--- src/sv/blind_motor_travel_controller_macros.svh ---
// assertion macros shared by the blind motor travel controller rtl
`ifndef BLIND_MOTOR_TRAVEL_CONTROLLER_MACROS_SVH
`define BLIND_MOTOR_TRAVEL_CONTROLLER_MACROS_SVH

// property checked at every clock edge outside reset
`define BMTC_ASSERT(lbl, prop, msg) \
   lbl: assert property (@(posedge clock) disable iff (reset) (prop)) else $error(msg);

// condition in one cycle implies a result in the next
`define BMTC_ASSERT_NEXT(lbl, ante, cons, msg) \
   lbl: assert property (@(posedge clock) disable iff (reset) (ante) |=> (cons)) \
      else $error(msg);

`endif

--- src/sv/bmtc_pkg.sv ---
// types and constants of the blind motor travel controller
package bmtc_pkg;

   typedef enum logic [2:0] {
      ST_STOP       = 3'd0,
      ST_PAUSED     = 3'd1,
      ST_START_DOWN = 3'd2,
      ST_GOING_DOWN = 3'd3,
      ST_CLOSED     = 3'd4,
      ST_START_UP   = 3'd5,
      ST_GOING_UP   = 3'd6,
      ST_OPEN       = 3'd7
   } motion_type;

   typedef enum logic [2:0] {
      RS_STOP   = 3'd0,
      RS_DOWN   = 3'd1,
      RS_UP     = 3'd2,
      RS_CLOSED = 3'd3,
      RS_OPEN   = 3'd4
   } remote_type;

   typedef enum logic [1:0] {
      CSR_TRAVEL_TIME = 2'd0,
      CSR_INVERT_DIR  = 2'd1,
      CSR_MODBUS      = 2'd2
   } csr_index_type;

   localparam int unsigned TimeWidth = 16;
   localparam logic [TimeWidth-1:0] TimeMax = '1;
   localparam logic [TimeWidth-1:0] TravelTimeReset = 16'd30;

   typedef struct packed {
      logic [TimeWidth-1:0] travel_time_sec;
      logic                 invert_direction;
      logic                 modbus_enabled;
   } cfg_type;

   typedef struct packed {
      logic       up_button;
      logic       down_button;
      logic       second_tick;
      logic [2:0] remote_state;
   } item_type;

   typedef struct packed {
      motion_type           control_state;
      logic [2:0]           reported_status;
      logic                 first_step;
      logic                 up_prev;
      logic                 down_prev;
      logic [TimeWidth-1:0] elapsed;
      logic                 relay_common;
      logic                 relay_direction;
   } state_type;

   typedef struct packed {
      logic       relay_common;
      logic       relay_direction;
      motion_type motion_state;
      logic       report_write;
      logic [2:0] report_value;
   } result_type;

endpackage

--- src/sv/bmtc_step.sv ---
// next state and result of one poll beat
module bmtc_step (
   input  bmtc_pkg::cfg_type    cfg,
   input  bmtc_pkg::item_type   item,
   input  bmtc_pkg::state_type  cur,
   output bmtc_pkg::state_type  nxt,
   output bmtc_pkg::result_type res
);
   import bmtc_pkg::*;

   logic                 up_rise;
   logic                 down_rise;
   logic                 differs;
   logic                 r_down;
   logic                 r_up;
   logic                 r_stop;
   logic                 stop_req;
   logic [TimeWidth-1:0] elapsed_inc;
   logic                 timed_out;
   logic                 wr;
   logic [2:0]           wval;

   assign up_rise      = item.up_button & ~cur.up_prev;
   assign down_rise    = item.down_button & ~cur.down_prev;
   assign differs      = cur.reported_status != item.remote_state;
   assign r_down       = differs && (item.remote_state == RS_DOWN);
   assign r_up         = differs && (item.remote_state == RS_UP);
   assign r_stop       = differs && (item.remote_state == RS_STOP);
   assign stop_req     = down_rise | up_rise | r_stop;
   assign elapsed_inc  = (item.second_tick && cur.elapsed != TimeMax) ?
                         cur.elapsed + TimeWidth'(1) : cur.elapsed;
   assign timed_out    = elapsed_inc >= cfg.travel_time_sec;

   always_comb begin
      nxt            = cur;
      nxt.elapsed    = elapsed_inc;
      nxt.first_step = 1'b0;
      nxt.up_prev    = item.up_button;
      nxt.down_prev  = item.down_button;
      wr             = cur.first_step;
      wval           = cur.reported_status;
      case (cur.control_state)
         ST_STOP: begin
            nxt.relay_common    = 1'b0;
            nxt.relay_direction = 1'b0;
            nxt.reported_status = RS_STOP;
            wr                  = 1'b1;
            wval                = RS_STOP;
            nxt.control_state   = ST_PAUSED;
         end
         ST_PAUSED: begin
            if (down_rise) begin
               nxt.control_state   = ST_START_DOWN;
               nxt.reported_status = RS_DOWN;
               wr                  = 1'b1;
               wval                = RS_DOWN;
            end
            if (up_rise) begin
               nxt.control_state   = ST_START_UP;
               nxt.reported_status = RS_UP;
               wr                  = 1'b1;
               wval                = RS_UP;
            end
            // remote start overrides the state but not the write-back value
            if (!cfg.modbus_enabled) begin
               if (r_down) begin
                  nxt.control_state   = ST_START_DOWN;
                  nxt.reported_status = RS_DOWN;
               end
               if (r_up) begin
                  nxt.control_state   = ST_START_UP;
                  nxt.reported_status = RS_UP;
               end
            end
         end
         ST_START_DOWN: begin
            nxt.relay_common    = 1'b1;
            nxt.relay_direction = ~cfg.invert_direction;
            nxt.elapsed         = '0;
            nxt.reported_status = RS_DOWN;
            if (!cfg.modbus_enabled) begin
               wr   = 1'b1;
               wval = RS_DOWN;
            end
            nxt.control_state = ST_GOING_DOWN;
         end
         ST_GOING_DOWN: begin
            if (stop_req) nxt.control_state = ST_STOP;
            if (timed_out) begin
               nxt.relay_common    = 1'b0;
               nxt.relay_direction = 1'b0;
               nxt.reported_status = RS_CLOSED;
               wr                  = 1'b1;
               wval                = RS_CLOSED;
               nxt.control_state   = ST_CLOSED;
            end
         end
         ST_CLOSED: begin
            if (up_rise || r_up) nxt.control_state = ST_START_UP;
         end
         ST_START_UP: begin
            nxt.relay_common    = 1'b1;
            nxt.relay_direction = cfg.invert_direction;
            nxt.elapsed         = '0;
            nxt.reported_status = RS_UP;
            if (!cfg.modbus_enabled) begin
               wr   = 1'b1;
               wval = RS_UP;
            end
            nxt.control_state = ST_GOING_UP;
         end
         ST_GOING_UP: begin
            if (stop_req) nxt.control_state = ST_STOP;
            if (timed_out) begin
               nxt.relay_common    = 1'b0;
               nxt.relay_direction = 1'b0;
               nxt.reported_status = RS_OPEN;
               wr                  = 1'b1;
               wval                = RS_OPEN;
               nxt.control_state   = ST_OPEN;
            end
         end
         ST_OPEN: begin
            if (down_rise || r_down) nxt.control_state = ST_START_DOWN;
         end
         default: begin
            nxt.control_state = ST_STOP;
         end
      endcase
   end

   always_comb begin
      res.relay_common    = nxt.relay_common;
      res.relay_direction = nxt.relay_direction;
      res.motion_state    = nxt.control_state;
      res.report_write    = wr;
      res.report_value    = wr ? wval : 3'd0;
   end

endmodule

--- src/sv/blind_motor_travel_controller.sv ---
// top level of the blind motor travel controller
//
//  port group  direction  beat contents
//  req_*       in         button levels, second tick, remote state
//  rsp_*       out        relay levels, motion state, status write-back
//  csr_*       in         travel time, direction invert, modbus mode
//
// one poll beat per clock while rsp_stall is low; the poll beat is registered, then the
// step logic updates the controller state and the result register in the same cycle;
// rsp_valid rises from the result register, after the input register has held the beat
// reset is synchronous: state returns to stop, registers to 30 s, no invert, no modbus
// a stalled rsp holds the result and the held poll beat; req_stall rises only then
module blind_motor_travel_controller (
   input  logic        clock,
   input  logic        reset,
   // poll beat in
   input  logic        req_valid,
   output logic        req_stall,
   input  logic        req_up_button,
   input  logic        req_down_button,
   input  logic        req_second_tick,
   input  logic [2:0]  req_remote_state,
   // result beat out
   output logic        rsp_valid,
   input  logic        rsp_stall,
   output logic        rsp_relay_common,
   output logic        rsp_relay_direction,
   output logic [2:0]  rsp_motion_state,
   output logic        rsp_report_write,
   output logic [2:0]  rsp_report_value,
   // register writes
   input  logic        csr_write,
   input  logic [1:0]  csr_index,
   input  logic [15:0] csr_data
);
   import bmtc_pkg::*;

`include "blind_motor_travel_controller_macros.svh"

   // configuration registers
   cfg_type    cfg_ff, cfg_in;

   // input stage
   logic       in_valid_ff, in_valid_in;
   item_type   item_ff, item_in;

   // controller state
   state_type  state_ff, state_in;
   state_type  state_next;

   // result stage
   logic       out_valid_ff, out_valid_in;
   result_type result_ff, result_in;
   result_type step_result;

   logic       req_take;
   logic       rsp_take;
   logic       advance;

   // result register properties
   logic       dir_ok;
   logic       zero_ok;
   logic       going_ok;
   logic       rest_ok;

   assign rsp_take  = out_valid_ff & ~rsp_stall;
   // the held beat moves on when the result register is free or being drained
   assign advance   = in_valid_ff & (~out_valid_ff | ~rsp_stall);
   assign req_stall = in_valid_ff & ~advance;
   assign req_take  = req_valid & ~req_stall;

   bmtc_step u_step (
      .cfg  (cfg_ff),
      .item (item_ff),
      .cur  (state_ff),
      .nxt  (state_next),
      .res  (step_result)
   );

   // register writes; the host must issue them only while idle, the block does not enforce this
   always_comb begin
      cfg_in = cfg_ff;
      if (csr_write) begin
         case (csr_index)
            CSR_TRAVEL_TIME: cfg_in.travel_time_sec  = csr_data[TimeWidth-1:0];
            CSR_INVERT_DIR:  cfg_in.invert_direction = csr_data[0];
            CSR_MODBUS:      cfg_in.modbus_enabled   = csr_data[0];
            default:         cfg_in = cfg_ff;
         endcase
      end
   end

   always_comb begin
      in_valid_in = (in_valid_ff & ~advance) | req_take;
      item_in     = item_ff;
      if (req_take) begin
         item_in.up_button    = req_up_button;
         item_in.down_button  = req_down_button;
         item_in.second_tick  = req_second_tick;
         item_in.remote_state = req_remote_state;
      end
   end

   always_comb begin
      state_in     = advance ? state_next : state_ff;
      out_valid_in = advance | (out_valid_ff & ~rsp_take);
      result_in    = advance ? step_result : result_ff;
   end

   always_ff @(posedge clock) begin
      if (reset) begin
         cfg_ff.travel_time_sec  <= TravelTimeReset;
         cfg_ff.invert_direction <= 1'b0;
         cfg_ff.modbus_enabled   <= 1'b0;
         in_valid_ff             <= 1'b0;
         out_valid_ff            <= 1'b0;
         state_ff.control_state   <= ST_STOP;
         state_ff.reported_status <= RS_STOP;
         state_ff.first_step      <= 1'b1;
         state_ff.up_prev         <= 1'b0;
         state_ff.down_prev       <= 1'b0;
         state_ff.elapsed         <= '0;
         state_ff.relay_common    <= 1'b0;
         state_ff.relay_direction <= 1'b0;
      end else begin
         cfg_ff       <= cfg_in;
         in_valid_ff  <= in_valid_in;
         out_valid_ff <= out_valid_in;
         state_ff     <= state_in;
      end
   end

   // payload registers, no reset
   always_ff @(posedge clock) begin
      item_ff   <= item_in;
      result_ff <= result_in;
   end

   assign rsp_valid           = out_valid_ff;
   assign rsp_relay_common    = result_ff.relay_common;
   assign rsp_relay_direction = result_ff.relay_direction;
   assign rsp_motion_state    = result_ff.motion_state;
   assign rsp_report_write    = result_ff.report_write;
   assign rsp_report_value    = result_ff.report_value;

   assign dir_ok   = !result_ff.relay_direction || result_ff.relay_common;
   assign zero_ok  = result_ff.report_write || result_ff.report_value == 3'd0;
   assign going_ok = !(result_ff.motion_state == ST_GOING_DOWN ||
                       result_ff.motion_state == ST_GOING_UP) || result_ff.relay_common;
   assign rest_ok  = !(result_ff.motion_state == ST_PAUSED ||
                       result_ff.motion_state == ST_CLOSED ||
                       result_ff.motion_state == ST_OPEN) || !result_ff.relay_common;

   // direction relay is only driven while the motor is powered
   `BMTC_ASSERT(a_dir_needs_power, !out_valid_ff || dir_ok, "direction relay without power")
   // no write-back means a zero status value
   `BMTC_ASSERT(a_report_zero, !out_valid_ff || zero_ok, "report value set without write")
   // moving states keep the motor powered
   `BMTC_ASSERT(a_going_powered, !out_valid_ff || going_ok, "going state without motor power")
   // rest states have the motor off
   `BMTC_ASSERT(a_rest_unpowered, !out_valid_ff || rest_ok, "rest state with motor power")
   // the first processed beat clears the first step flag
   `BMTC_ASSERT_NEXT(a_first_cleared, advance, !state_ff.first_step && out_valid_ff, "step lost")

endmodule

--- config.mk ---
export PLATFORM = sky130hd
export DESIGN_NAME = blind_motor_travel_controller
export DESIGN_NICKNAME = d
export VERILOG_FILES = /design/src/sv/bmtc_pkg.sv /design/src/sv/bmtc_step.sv /design/src/sv/blind_motor_travel_controller.sv
export VERILOG_INCLUDE_DIRS = /design/src /design/src/sv
export SDC_FILE = /design/constraint.sdc
export NUM_CORES = 1
export LEC_CHECK = 0
export ABC_AREA = 0
export BUFFER_PORTS_ARGS = -buffer_cell sky130_fd_sc_hd__buf_2
export CORE_MARGIN = 2
export CORE_UTILIZATION = 55
export CTS_CLUSTER_DIAMETER = 60
export DETAILED_ROUTE_END_ITERATION = 10
export PLACE_DENSITY = 0.8
export SETUP_SLACK_MARGIN = 0.15
export SYNTH_ARGS = -nofsm -noshare
export SYNTH_HDL_FRONTEND = slang
export SYNTH_SLANG_ARGS = --single-unit
--- constraint.sdc ---
create_clock -name clock -period 5 [get_ports clock]
set_input_delay 0.5 -clock clock [delete_from_list [all_inputs] [get_ports clock]]
set_output_delay 0.5 -clock clock [all_outputs]
set_load 0.03 [all_outputs]
# Word level (Yosys, flattened, before mapping)
# Cells that the tools add are included.
[word_totals]
register_bits = 62
input_bits = 29
out_inout_bits = 11
[op_classes]
n_reduce_logical = 16
n_mux = 28
eq_ne = 15
bitwise = 20
addsub = 1
magnitude_cmp = 1
[ops]
columns = ["operator", "count"]
rows = [
  ["2-to-1 mux 6 bit", 7],
  ["one-hot mux 3 bit (6 select lines)", 2],
  ["2-to-1 mux 16 bit", 2],
  ["2-to-1 mux 3 bit", 9],
  ["one-hot mux 3 bit (8 select lines)", 1],
  ["adder 16 x 1 -> 16 bit, second input constant", 1],
  ["greater-or-equal comparator 16 bit", 1],
  ["inequality test 16 bit, second input constant", 1],
  ["equality test 3 bit, second input constant", 4],
  ["equality test 3 x 2 -> 1 bit, second input constant", 3],
  ["inverter 1 bit", 8],
  ["one-hot mux 2 bit (4 select lines)", 1],
  ["AND 1 bit", 7],
  ["equality test 3 x 1 -> 1 bit, second input constant", 2],
  ["logical NOT 3 bit", 2],
  ["AND reduction 2 bit", 3],
  ["nonzero test 6 bit", 1],
  ["bitwise OR 1 bit", 5],
  ["logical AND 1 bit", 4],
  ["2-to-1 mux 1 bit", 4],
  ["inequality test 2 x 1 -> 1 bit, second input constant", 2],
  ["one-hot mux 1 bit (4 select lines)", 1],
  ["AND reduction 4 bit", 1],
  ["OR reduction 2 bit", 2],
  ["other kinds (6)", 7],
]

# Longest topological paths before layout
# Gate-level depths: netlist of the first run.
[logic_depth]
ltp_word = 8
mapped_depth = 14
depth_no_buf = 13

# Modules after synthesis
# From an unflattened synthesis of the first run, not the netlist that was laid out.
[unflattened]
cells_unflattened = 485
hier_area_um2 = 4299.1
[by_module_without_submodules]
columns = ["module", "area_per_inst_um2", "n_inst", "cells_per_inst"]
rows = [
  ["blind_motor_travel_controller", 2565.0, 1, 221],
  ["bmtc_step", 1734.2, 1, 264],
]

# Least setup slack after synthesis of the first run
# Ideal clock, no wire load.
[synth_path]
kind = "register to register"
start = "register state_ff[2] (netlist bit)"
end = "register result_ff (netlist bit rsp_motion_state[1]) (data pin)"
synth_period_minus_slack_ps = 3274
path_slack_ps = 1726
arrival_ps = 3013
stages_incl_launch_ff = 14
t_required_ps = 4739
setup_ps = 261
path_cell_list = "dfxtp_1 -> ha_1 -> nand2_1 -> nor4_2 -> a21boi_1 -> xnor2_1 -> ha_1 -> nand2b_1 -> a2111oi_0 -> o21a_1 -> o21a_1 -> buf_2 -> a21oi_1 -> a311o_1"
[synth_rtl]
columns = ["element", "line_no", "source"]
rows = [
  ["start, declared", "blind_motor_travel_controller.sv:48", "state_type state_ff, state_in;"],
  ["start signal, assigned", "blind_motor_travel_controller.sv:129", "state_ff <= state_in;"],
  ["end signal, assigned", "blind_motor_travel_controller.sv:136", "result_ff <= result_in;"],
  ["end, declared", "blind_motor_travel_controller.sv:53", "result_type result_ff, result_in;"],
]

==> results of run 1 <==
## power by group through the flow
stage          registers (W)  clock network [W]  logic (W)
6_report            0.000552           0.000374   0.000129
2_1_floorplan       0.000559                  0  0.0000902
5_1_grt             0.000554           0.000402   0.000144
3_3_place_gp        0.000562                  0   0.000124
3_5_place_dp        0.000562                  0   0.000127
4_1_cts             0.000551           0.000377   0.000128
## cell type report
cell class,instances,share of cell area
timing repair buffer,40,0.0495
clock inverter,5,0.00641
inverter,21,0.0192
multi-input combinational,347,0.529
tap,80,0.0244
clock buffer,11,0.0321
sequential,62,0.340
## state kept, by name (all words and copies together), names as in the netlist
signal and count:
cfg_ff 18, in_valid_ff 1, item_ff 6, rsp_motion_state 3, rsp_relay_common 1, rsp_relay_direction 1, rsp_report_value 3, rsp_report_write 1
rsp_valid 1, state_ff 27
## path summary, 6_finish.rpt
check                                   to  slack (ps)  cells after the start
max          rsp_motion_state[1]$_DFFE_PP_        1140                     12
max reg2reg  rsp_motion_state[1]$_DFFE_PP_        1140                     12
min                   item_ff[1]$_DFFE_PP_         330                      1
min reg2reg        cfg_ff[10]$_SDFFE_PP0P_         460                      2
## critical path: stages, from the launching register on
cell and delay (ps):
dfxtp_1 410, ha_1 230, nand2_1 100, nor4_2 420
a21boi_1 270, xnor2_1 290, ha_1 290, nand2b_1 140
a2111oi_0 400, o21a_1 230, o21a_1 360, a21oi_1 120
a311o_1 350
## metal layers
layer  vias up  wire length (µm)  track usage  part of all wire
met2       148              4260        0.414              0.47
met3        27               551       0.0457             0.060
met4         0               242        0.111             0.026
met5         -                 0            0                 0
li1       1710                 -            -                 -
met1      1622              4100        0.340              0.45
## layout by cell type (no fill, tap or decap), types with 6 or more instances in the layout
| master | instances |
|---|---|
| a21oi_1 | 45 |
| nand2b_1 | 6 |
| buf_2 | 39 |
| nor3_1 | 13 |
| clkbuf_8 | 9 |
| xor2_1 | 7 |
| nand2_1 | 61 |
| a31oi_1 | 7 |
| edfxtp_1 | 15 |
| ha_1 | 17 |
| nor2_1 | 29 |
| nand3_1 | 15 |
| nor2b_1 | 8 |
| o211ai_1 | 7 |
| inv_1 | 20 |
| xnor2_1 | 7 |
| o21ai_0 | 23 |
| dfxtp_1 | 47 |
| nand3b_1 | 6 |
| and3_1 | 6 |
## through the flow
stage / cell area (µm²) / hold WS [ps] / setup slack (ps) / instances
after CTS: 4100 / 324 / 1150 / 566
after floorplan: 3740 / 435 / 1730 / 457
after detailed placement: 3940 / 448 / 1190 / 550
after global placement: 3940 / 446 / 1350 / 550
after global routing: 4100 / 322 / 889 / 566
final: 4100 / 328 / 1140 / 566
## cells by family after synthesis
logic type,after synthesis,share of synthesized area
DFF,62,0.372
adders and majority gates,17,0.0568
buffers and inverters,48,0.0508
muxes,5,0.0137
and+or+nand+nor,177,0.245
xor gates and xnor gates,14,0.0328
AOI/OAI and AO/OA,134,0.230
==> flow_summary.json, run 1 <==
{
  "n_antenna_cell": 0,
  "nets": 527,
  "drc": 0,
  "fp.dieW_um": 86.5,
  "leakage_nw": 1.55,
  "syn-num-nets": 503,
  "synth_top_flop_cell": "dfxtp_1",
  "cts_root_buf": "clkbuf_8",
  "drive_above_1_share": 0.140,
  "grt_pass1_vias": 3309,
  "cts_sinks": 62,
  "antenna_found_initial": 0,
  "synth_commonest_cells": "nand2_1, dfxtp_1, a21oi_1, nor2_1, o21ai_0",
  "finalSetupViolCount": 0,
  "pwr_density_cell_mw_per_mm2": 258,
  "die_h_um": 86.5,
  "start_kind": "flop",
  "design.core.area_mm2": 0.00668,
  "seq_area_mm2": 0.00139,
  "cts.repair.resized": 0,
  "critPathKind": "flop to flop",
  "cts_buffers": 9,
  "clk_pin_slew_ps": 70,
  "async_flop_share": 0,
  "seqPwrFrac": 0.523,
  "p_total_w": 0.00106,
  "synthCells": 457,
  "synth.avg_cell_area_um2": 8.19,
  "finalHoldViolCount": 0,
  "power_frac_comb": 0.123,
  "dieArea_mm2": 0.00748,
  "overflow": 0,
  "htreeDepth": 3,
  "synth_top_area_frac": 0.251,
  "swShare": 0.285,
  "clock.fmax_mhz": 259,
  "reg2reg_from": "state_ff[2]$_SDFFE_PP0P_",
  "cp.required_ps": 5090,
  "fillCellCount": 614,
  "start_util": 0.560,
  "dpl.hpwl_um": 6380,
  "multi_input_area_mm2": 0.00217,
  "clock_path_buffers": 2,
  "synth-edff-count": 15,
  "grt_use_total": 0.257,
  "antenna_left": 0,
  "synth_seq_area_share": 0.372,
  "synthTopCellsByArea": "dfxtp_1, edfxtp_1, nand2_1",
  "placementRows": 30,
  "wire_per_inst_um": 16.2,
  "wirelength_um": 9150,
  "clock_latency_ps": 350,
  "cp_max_fo": 10,
  "timing.slew.headroom": 0.250,
  "grt_setup_unrepaired": "no",
  "ctsHoldBuffers": 0,
  "hold_class": "primary input to flop",
  "synth_most_common_cell": "nand2_1",
  "final_core_util": 0.613,
  "grt_pass1_wl_um": 15400,
  "ir_worst_vdd_mv": 0.161,
  "final_max_slew_viol_count": 0,
  "ys_warn_count": 0,
  "min_period_ps": 3860,
  "grt_max_degree": 41,
  "vias": 3507,
  "tightest_slew_ps": 1120,
  "synth_cell_types": 63,
  "io_pins": 40,
  "fin_skew_ps": 9.67,
  "drv_cap": 0,
  "fin_tns_setup_ps": 0,
  "dr.pass1.iters": 5,
  "cts_tree": "done",
  "synth_area_mm2": 0.00374,
  "power.internal_w": 0.000755,
  "yosysTopAreaCell": "dfxtp_1",
  "gp_congestion": 0.920,
  "worst-endpoint-arrival_ps": 3960,
  "post-cts-setup-buffers": 0,
  "status": "finished, final reports clean",
  "critPathCaptureType": "flop",
  "p_sw_w": 0.000300,
  "critPathLaunch": "state_ff[2]$_SDFFE_PP0P_",
  "io_buffers": 39,
  "area_delta_synth_final_pct": 9.46,
  "avgViaCountPerCell": 6.20,
  "synth_seq_cells": 62,
  "drt_iter0_drc": 257,
  "min_from": "req_remote_state[1]",
  "timing.final.crit_share": 0.772,
  "power.clock.fraction": 0.355
}
(Power assumes the default switching activity.)
==> inputs of run 2 (changes only) <==
--- a/config.mk
+++ b/config.mk
@@ -9,10 +9,10 @@
 export ABC_AREA = 0
 export BUFFER_PORTS_ARGS = -buffer_cell sky130_fd_sc_hd__buf_2
 export CORE_MARGIN = 2
-export CORE_UTILIZATION = 55
+export CORE_UTILIZATION = 53
 export CTS_CLUSTER_DIAMETER = 60
 export DETAILED_ROUTE_END_ITERATION = 10
-export PLACE_DENSITY = 0.8
+export PLACE_DENSITY = 0.81
 export SETUP_SLACK_MARGIN = 0.15
 export SYNTH_ARGS = -nofsm -noshare
 export SYNTH_HDL_FRONTEND = slang
==> constraint.sdc (replaced) <==
create_clock -name clock -period 3.37 [get_ports clock]
set_input_delay 0.337 -clock clock [delete_from_list [all_inputs] [get_ports clock]]
set_output_delay 0.337 -clock clock [all_outputs]
set_load 0.03 [all_outputs]
==> run 2 against run 1 <==
  * Worst setup slack lost 1100 ps
  * Cell count grew 10%
  * Die area grew 3.6%
  * Largest power group unchanged
  * Combinational power grew 84%
  * Largest cell class unchanged
  * Critical path depth grew 2
  * Non-clock buffer count grew 42
  * Sequential share of layout area shrank 4.3 points
==> flow_summary.json, run 2 (synthesis results as in run 1) <==
{
  "cp.depth": 14,
  "cp_cell_sequence": "ha_4 > and2_4 > nand2_1 > nor3_2 > and3_4 > xor2_2 > ha_1 > nand4_1 > a2111o_1 > buf_4 > o21ai_4 > o22ai_2 > buf_6 > a41oi_2",
  "tightest_slew_ps": 1090,
  "pwr_density_cell_mw_per_mm2": 339,
  "drive_above_1_share": 0.314,
  "final_cell_mix": "nand2_1, a21oi_1, buf_2",
  "cts_root_buf": "clkbuf_8",
  "crit_buf_inv": 2,
  "antenna_found_initial": 0,
  "top_register": "state_ff",
  "wirelength_um": 10800,
  "grt_max_degree": 41,
  "fp.dieW_um": 88.0,
  "die_h_um": 88.0,
  "reg2reg_from": "state_ff[3]$_SDFFE_PP0P_",
  "worst-endpoint-arrival_ps": 3470,
  "fin_tns_setup_ps": 0,
  "drc": 0,
  "dieArea_mm2": 0.00775,
  "cts_tree": "done",
  "critPathCaptureType": "flop",
  "start_util": 0.548,
  "cp.required_ps": 3550,
  "leakage_nw": 1.88,
  "final_core_util": 0.703,
  "placed_area_mm2": 0.00414,
  "postLayoutCellArea_mm2": 0.00480,
  "fillCellCount": 522,
  "hold_class": "primary input to flop",
  "final_max_slew_viol_count": 0,
  "antenna_left": 0,
  "cts_sinks": 62,
  "grt_setup_unrepaired": "yes",
  "design.core.area_mm2": 0.00683,
  "critPathLaunch": "state_ff[3]$_SDFFE_PP0P_",
  "drv_cap": 0,
  "final_common_cell": "nand2_1",
  "timing.final.crit_share": 0.974,
  "critPathKind": "flop to flop",
  "vias": 3801,
  "r2r_setup_slack_ps": 90,
  "timing.slew.headroom": 0.269,
  "nets": 569,
  "dr.pass1.iters": 5,
  "placementRows": 30,
  "dpl.hpwl_um": 6690,
  "cp_max_fo": 4,
  "clk_pin_slew_ps": 70,
  "min_period_ps": 3280,
  "grt_pass1_wl_um": 15900,
  "clock_path_buffers": 2,
  "wire_per_inst_um": 17.2,
  "crit_path_max_incr_delay_ps": 450,
  "avgViaCountPerCell": 6.09,
  "reg2reg_depth": 14,
  "overflow": 0,
  "cts_buffers": 9,
  "r2r-end": "rsp_report_value[1]$_SDFFCE_PN0P_",
  "start_kind": "flop",
  "ir_worst_vdd_mv": 0.185,
  "gp_congestion": 0.927,
  "clock.fmax_mhz": 305,
  "io_buffers": 39,
  "fin_skew_ps": 6.81,
  "status": "finished, final reports clean",
  "crit_path_end": "rsp_report_value[1]$_SDFFCE_PN0P_",
  "n_antenna_cell": 0,
  "grt_use_total": 0.264,
  "largest_reg_flops": 27,
  "htreeDepth": 3,
  "grt_pass1_vias": 3461,
  "io_pins": 40,
  "cpLargestDelayFamily": "compound AO/OA/AOI/OAI gates",
  "drt_iter0_drc": 304,
  "finalHoldViolCount": 0,
  "finalSetupViolCount": 0,
  "clock_latency_ps": 340,
  "reg.largest.list": "state_ff: 27 flops, cfg_ff: 18 flops, item_ff: 6 flops",
  "ctsHoldBuffers": 0,
  "area_delta_synth_final_pct": 28.2,
  "slowest_stage": "a2111o_1"
}
## run 2: cell count changes in the layout (fill, tap and decap cells not counted), moves of 4 or more
cell	previous run	this run
dfxtp_1	47	34
buf_6	0	5
dfxtp_2	0	7
a211oi_1	5	1
dfxtp_4	0	6
buf_4	1	38
nand2_1	61	57
## run 2: how the worst min path moves through the flow
| stage | from | endpoint | slack (ps) | cells after the start |
|---|---|---|---|---|
| final | req_up_button | item_ff[5]$_DFFE_PP_ | 170 | 1 |
| after global routing | req_up_button | item_ff[5]$_DFFE_PP_ | 160 | 1 |
| after CTS | req_up_button | item_ff[5]$_DFFE_PP_ | 160 | 1 |
| after detailed placement | cfg_ff[9]$_SDFFE_PP0P_ | cfg_ff[9]$_SDFFE_PP0P_ | 450 | 2 |
| after global placement | cfg_ff[9]$_SDFFE_PP0P_ | cfg_ff[9]$_SDFFE_PP0P_ | 450 | 2 |
| after floorplan | state_ff[20]$_SDFFE_PP1P_ | state_ff[20]$_SDFFE_PP1P_ | 440 | 2 |
## run 2: stage by stage
step	setup WS (ps)	hold slack [ps]	power (W)	instances
floorplan	156	435	0.000963	457
global placement	-22.7	446	0.00102	588
detailed placement	-171	453	0.00103	588
CTS	150	158	0.00160	608
global route	-45.8	160	0.00167	624
finish	87.5	172	0.00163	624
## run 2: final cells by class
cell class	instances	area, µm²	area share
clock inverter	2	10.0	0.00208
inverter	21	78.8	0.0164
sequential	62	1420	0.296
tap	96	120	0.0250
timing repair buffer	82	537	0.112
multi-input combinational	347	2480	0.517
clock buffer	14	153	0.0318
## run 2: worst register-to-register path, stage by stage (launching register included)
cell      delay (ps)
dfxtp_4          380
ha_4             170
and2_4           180
nand2_1          100
nor3_2           240
and3_4           240
xor2_2            70
ha_1             310
nand4_1          160
a2111o_1         450
buf_4            170
o21ai_4          230
o22ai_2          130
buf_6            160
a41oi_2          140
## run 2: power by group
group          internal, W  leakage (nW)  switching [W]
sequential        0.000784         0.531      0.0000251
combinational    0.0000931          1.27       0.000145
clock             0.000286        0.0844       0.000292
## run 2: repair_timing
action,4_1_cts,5_1_grt
gates resized for setup,30,53
endpoints found under the hold margin,0,0
buffers inserted,4,16
endpoints found under the setup margin,17,16
pin swaps,10,26
## run 2: per-layer routing
layer  share of wire  track usage  routed length (µm)
met4           0.030        0.120                 320
met5               0            0                   0
met2            0.51        0.449                5540
met3           0.057       0.0566                 617
met1            0.40        0.321                4280
==> inputs of run 3 (changes only) <==
--- a/config.mk
+++ b/config.mk
@@ -6,14 +6,14 @@
 export SDC_FILE = /design/constraint.sdc
 export NUM_CORES = 1
 export LEC_CHECK = 0
-export ABC_AREA = 0
 export BUFFER_PORTS_ARGS = -buffer_cell sky130_fd_sc_hd__buf_2
 export CORE_MARGIN = 2
-export CORE_UTILIZATION = 53
+export CORE_UTILIZATION = 54
 export CTS_CLUSTER_DIAMETER = 60
 export DETAILED_ROUTE_END_ITERATION = 10
 export PLACE_DENSITY = 0.81
 export SETUP_SLACK_MARGIN = 0.15
 export SYNTH_ARGS = -nofsm -noshare
 export SYNTH_HDL_FRONTEND = slang
+export SYNTH_HIERARCHICAL = 1
 export SYNTH_SLANG_ARGS = --single-unit
==> run 3 against run 2 <==
  * The run now ends with negative setup slack left
  * Critical path depth grew 1
  * Area after synthesis grew 15%
  * Combinational power shrank 6%
  * Cell area grew 4.1%
  * Sequential power shrank 0.9%
  * Wire length shrank 8.4%
  * Critical endpoint is now rsp_report_value[0]$_DFFE_PP_
==> flow_summary.json, run 3 <==
{
  "place_ws_ps": -160,
  "syn-num-nets": 531,
  "worst-endpoint-arrival_ps": 3620,
  "p_sw_w": 0.000443,
  "power.internal_w": 0.00114,
  "synth_top_area_frac": 0.219,
  "grt_max_degree": 91,
  "fin_ws_ps": -148,
  "seq_area_mm2": 0.00141,
  "top_register": "state_ff",
  "async_flop_share": 0,
  "min_period_ps": 3520,
  "r2r_setup_slack_ps": -150,
  "leakage_nw": 2.05,
  "ir_worst_vdd_mv": 0.279,
  "critPathCaptureType": "flop",
  "fp.dieW_um": 93.2,
  "nets": 576,
  "fin_skew_ps": 8.84,
  "placementRows": 32,
  "wirelength_um": 9850,
  "hold_ws_ps": 164,
  "reg.largest.list": "state_ff: 27 flops, cfg_ff: 18 flops, item_ff: 6 flops",
  "seqPwrFrac": 0.507,
  "yosysTopAreaCell": "dfxtp_1",
  "synth_most_common_cell": "nand2b_1",
  "cp.required_ps": 3480,
  "drv_cap": 0,
  "power.clock.fraction": 0.352,
  "ys_warn_count": 6,
  "critPathKind": "flop to flop",
  "reg2reg_depth": 15,
  "power_frac_comb": 0.141,
  "final_max_slew_viol_count": 0,
  "fin_tns_setup_ps": -972,
  "synth_commonest_cells": "nand2b_1, dfxtp_1, mux2i_1, nor2_1, nand2_1",
  "tightest_slew_ps": 1150,
  "htreeDepth": 3,
  "dpl.hpwl_um": 6380,
  "start_kind": "flop",
  "synthTopCellsByArea": "dfxtp_1, nand2b_1, edfxtp_1",
  "min_from": "req_remote_state[2]",
  "cts_buffers": 9,
  "grt_pass1_wl_um": 16600,
  "synth_area_mm2": 0.00430,
  "area_delta_synth_final_pct": 16.3,
  "gp_congestion": 0.984,
  "timing.slew.headroom": 0.237,
  "postLayoutCellArea_mm2": 0.00500,
  "io_pins": 40,
  "avgViaCountPerCell": 5.76,
  "fillCellCount": 572,
  "dr.pass1.iters": 5,
  "timing.final.crit_share": 1.04,
  "multi_input_area_mm2": 0.00276,
  "grt_setup_unrepaired": "yes",
  "design.core.area_mm2": 0.00773,
  "dieArea_mm2": 0.00869,
  "vias": 3671,
  "grt_use_total": 0.241,
  "drt_iter0_drc": 456,
  "swShare": 0.280,
  "hold_class": "primary input to flop",
  "drive_above_1_share": 0.256,
  "pwr_density_cell_mw_per_mm2": 316,
  "antenna_left": 0,
  "grt_pass1_vias": 3542,
  "synthCells": 485,
  "worstHoldEndpoint": "item_ff[2]$_DFFE_PP_",
  "wire_per_inst_um": 15.5,
  "start_util": 0.556,
  "clock_latency_ps": 350,
  "synth.avg_cell_area_um2": 8.86,
  "placed_area_mm2": 0.00455,
  "final_common_cell": "nand2b_1",
  "largest_reg_flops": 27,
  "synth-edff-count": 15,
  "cts_tree": "done",
  "cts_root_buf": "clkbuf_8",
  "n_antenna_cell": 0,
  "violations": "negative setup slack",
  "cp_max_fo": 6,
  "final_core_util": 0.647,
  "die_h_um": 93.2,
  "r2r-end": "rsp_report_value[0]$_DFFE_PP_",
  "finalHoldViolCount": 0,
  "cts_sinks": 62,
  "overflow": 0,
  "synth_seq_cells": 62,
  "io_buffers": 39,
  "final_cell_mix": "nand2b_1, mux2i_1, buf_2",
  "status": "finished with violations",
  "clock.fmax_mhz": 284,
  "antenna_found_initial": 0,
  "synth_top_flop_cell": "dfxtp_1",
  "synth_seq_area_share": 0.324,
  "clock_path_buffers": 2,
  "synth_cell_types": 65,
  "clk_pin_slew_ps": 70,
  "worstHoldPathCells": 1,
  "reg2reg_from": "state_ff[2]$_SDFFE_PP0P_",
  "finalSetupViolCount": 13,
  "drc": 0
}
==> run 3: cells by family after synthesis <==
group	count (synthesis)	synth area share
mux	46	0.107
fa+ha+maj	18	0.0518
flops	62	0.324
other cells	1	0.000872
buf+inv	62	0.0827
compound gates	78	0.135
xor+xnor	14	0.0285
simple gates	204	0.270
==> run 3: power groups by stage <==
stage | Combinational, W | Sequential, W | Clock, W
after global placement | 0.000195 | 0.000818 | 0
after floorplan | 0.000158 | 0.000823 | 0
after CTS | 0.000208 | 0.000802 | 0.000565
final | 0.000223 | 0.000802 | 0.000556
after detailed placement | 0.000202 | 0.000819 | 0
after global routing | 0.000243 | 0.000805 | 0.000607
==> run 3: area by class of cell <==
type,count,share of cell area
repair buffers,72,0.0916
inverters,24,0.0180
multi-input cells,361,0.551
clock buffers,10,0.0255
well taps,102,0.0255
clock inverters,6,0.00576
flip-flops and latches,62,0.282
==> run 3: metal layers <==
metal,part of all wire,global-route usage,vias up
met5,0,0,-
met1,0.42,0.308,1699
met3,0.063,0.0532,45
li1,-,-,1766
met2,0.48,0.387,161
met4,0.033,0.109,0
==> run 3: stage by stage <==
step | cells | power [W]
floorplan | 485 | 0.000981
global placement | 604 | 0.00101
detailed placement | 604 | 0.00102
CTS | 632 | 0.00158
global route | 637 | 0.00165
finish | 637 | 0.00158
==> run 3: worst max path at each step <==
stage / startpoint / to / slack, ps
floorplan: state_ff[5]$_SDFFE_PP0P_ / rsp_motion_state[1]$_DFFE_PP_ / 120
global placement: state_ff[16]$_SDFFE_PP0P_ / state_ff[0]$_SDFFE_PP0P_ / -8
detailed placement: state_ff[8]$_SDFFE_PP0P_ / state_ff[26]$_SDFFE_PP0P_ / -160
CTS: state_ff[5]$_SDFFE_PP0P_ / rsp_report_value[0]$_DFFE_PP_ / -60
global route: state_ff[7]$_SDFFE_PP0P_ / rsp_report_value[0]$_DFFE_PP_ / -270
finish: state_ff[2]$_SDFFE_PP0P_ / rsp_report_value[0]$_DFFE_PP_ / -150
==> run 3: worst max-delay path, cell delays in order (launching register included) <==
cell and delay (ps):
dfxtp_4 350, ha_4 170, nand2_4 110, nor4_4 50, buf_4 140, nor4_4 200, nand3_1 150, xnor2_1 240
ha_1 280, a21o_1 190, a21o_1 190, a2111oi_4 410, nand3_4 180, buf_6 150, a221o_1 290, and3_1 160
==> run 3: repair_timing <==
item / CTS / global route
resized for setup: 21 / 16
setup endpoints to repair: 17 / 17
pin swaps: 5 / 5
hold buffers: 0 / 0
buffers inserted: 12 / 5
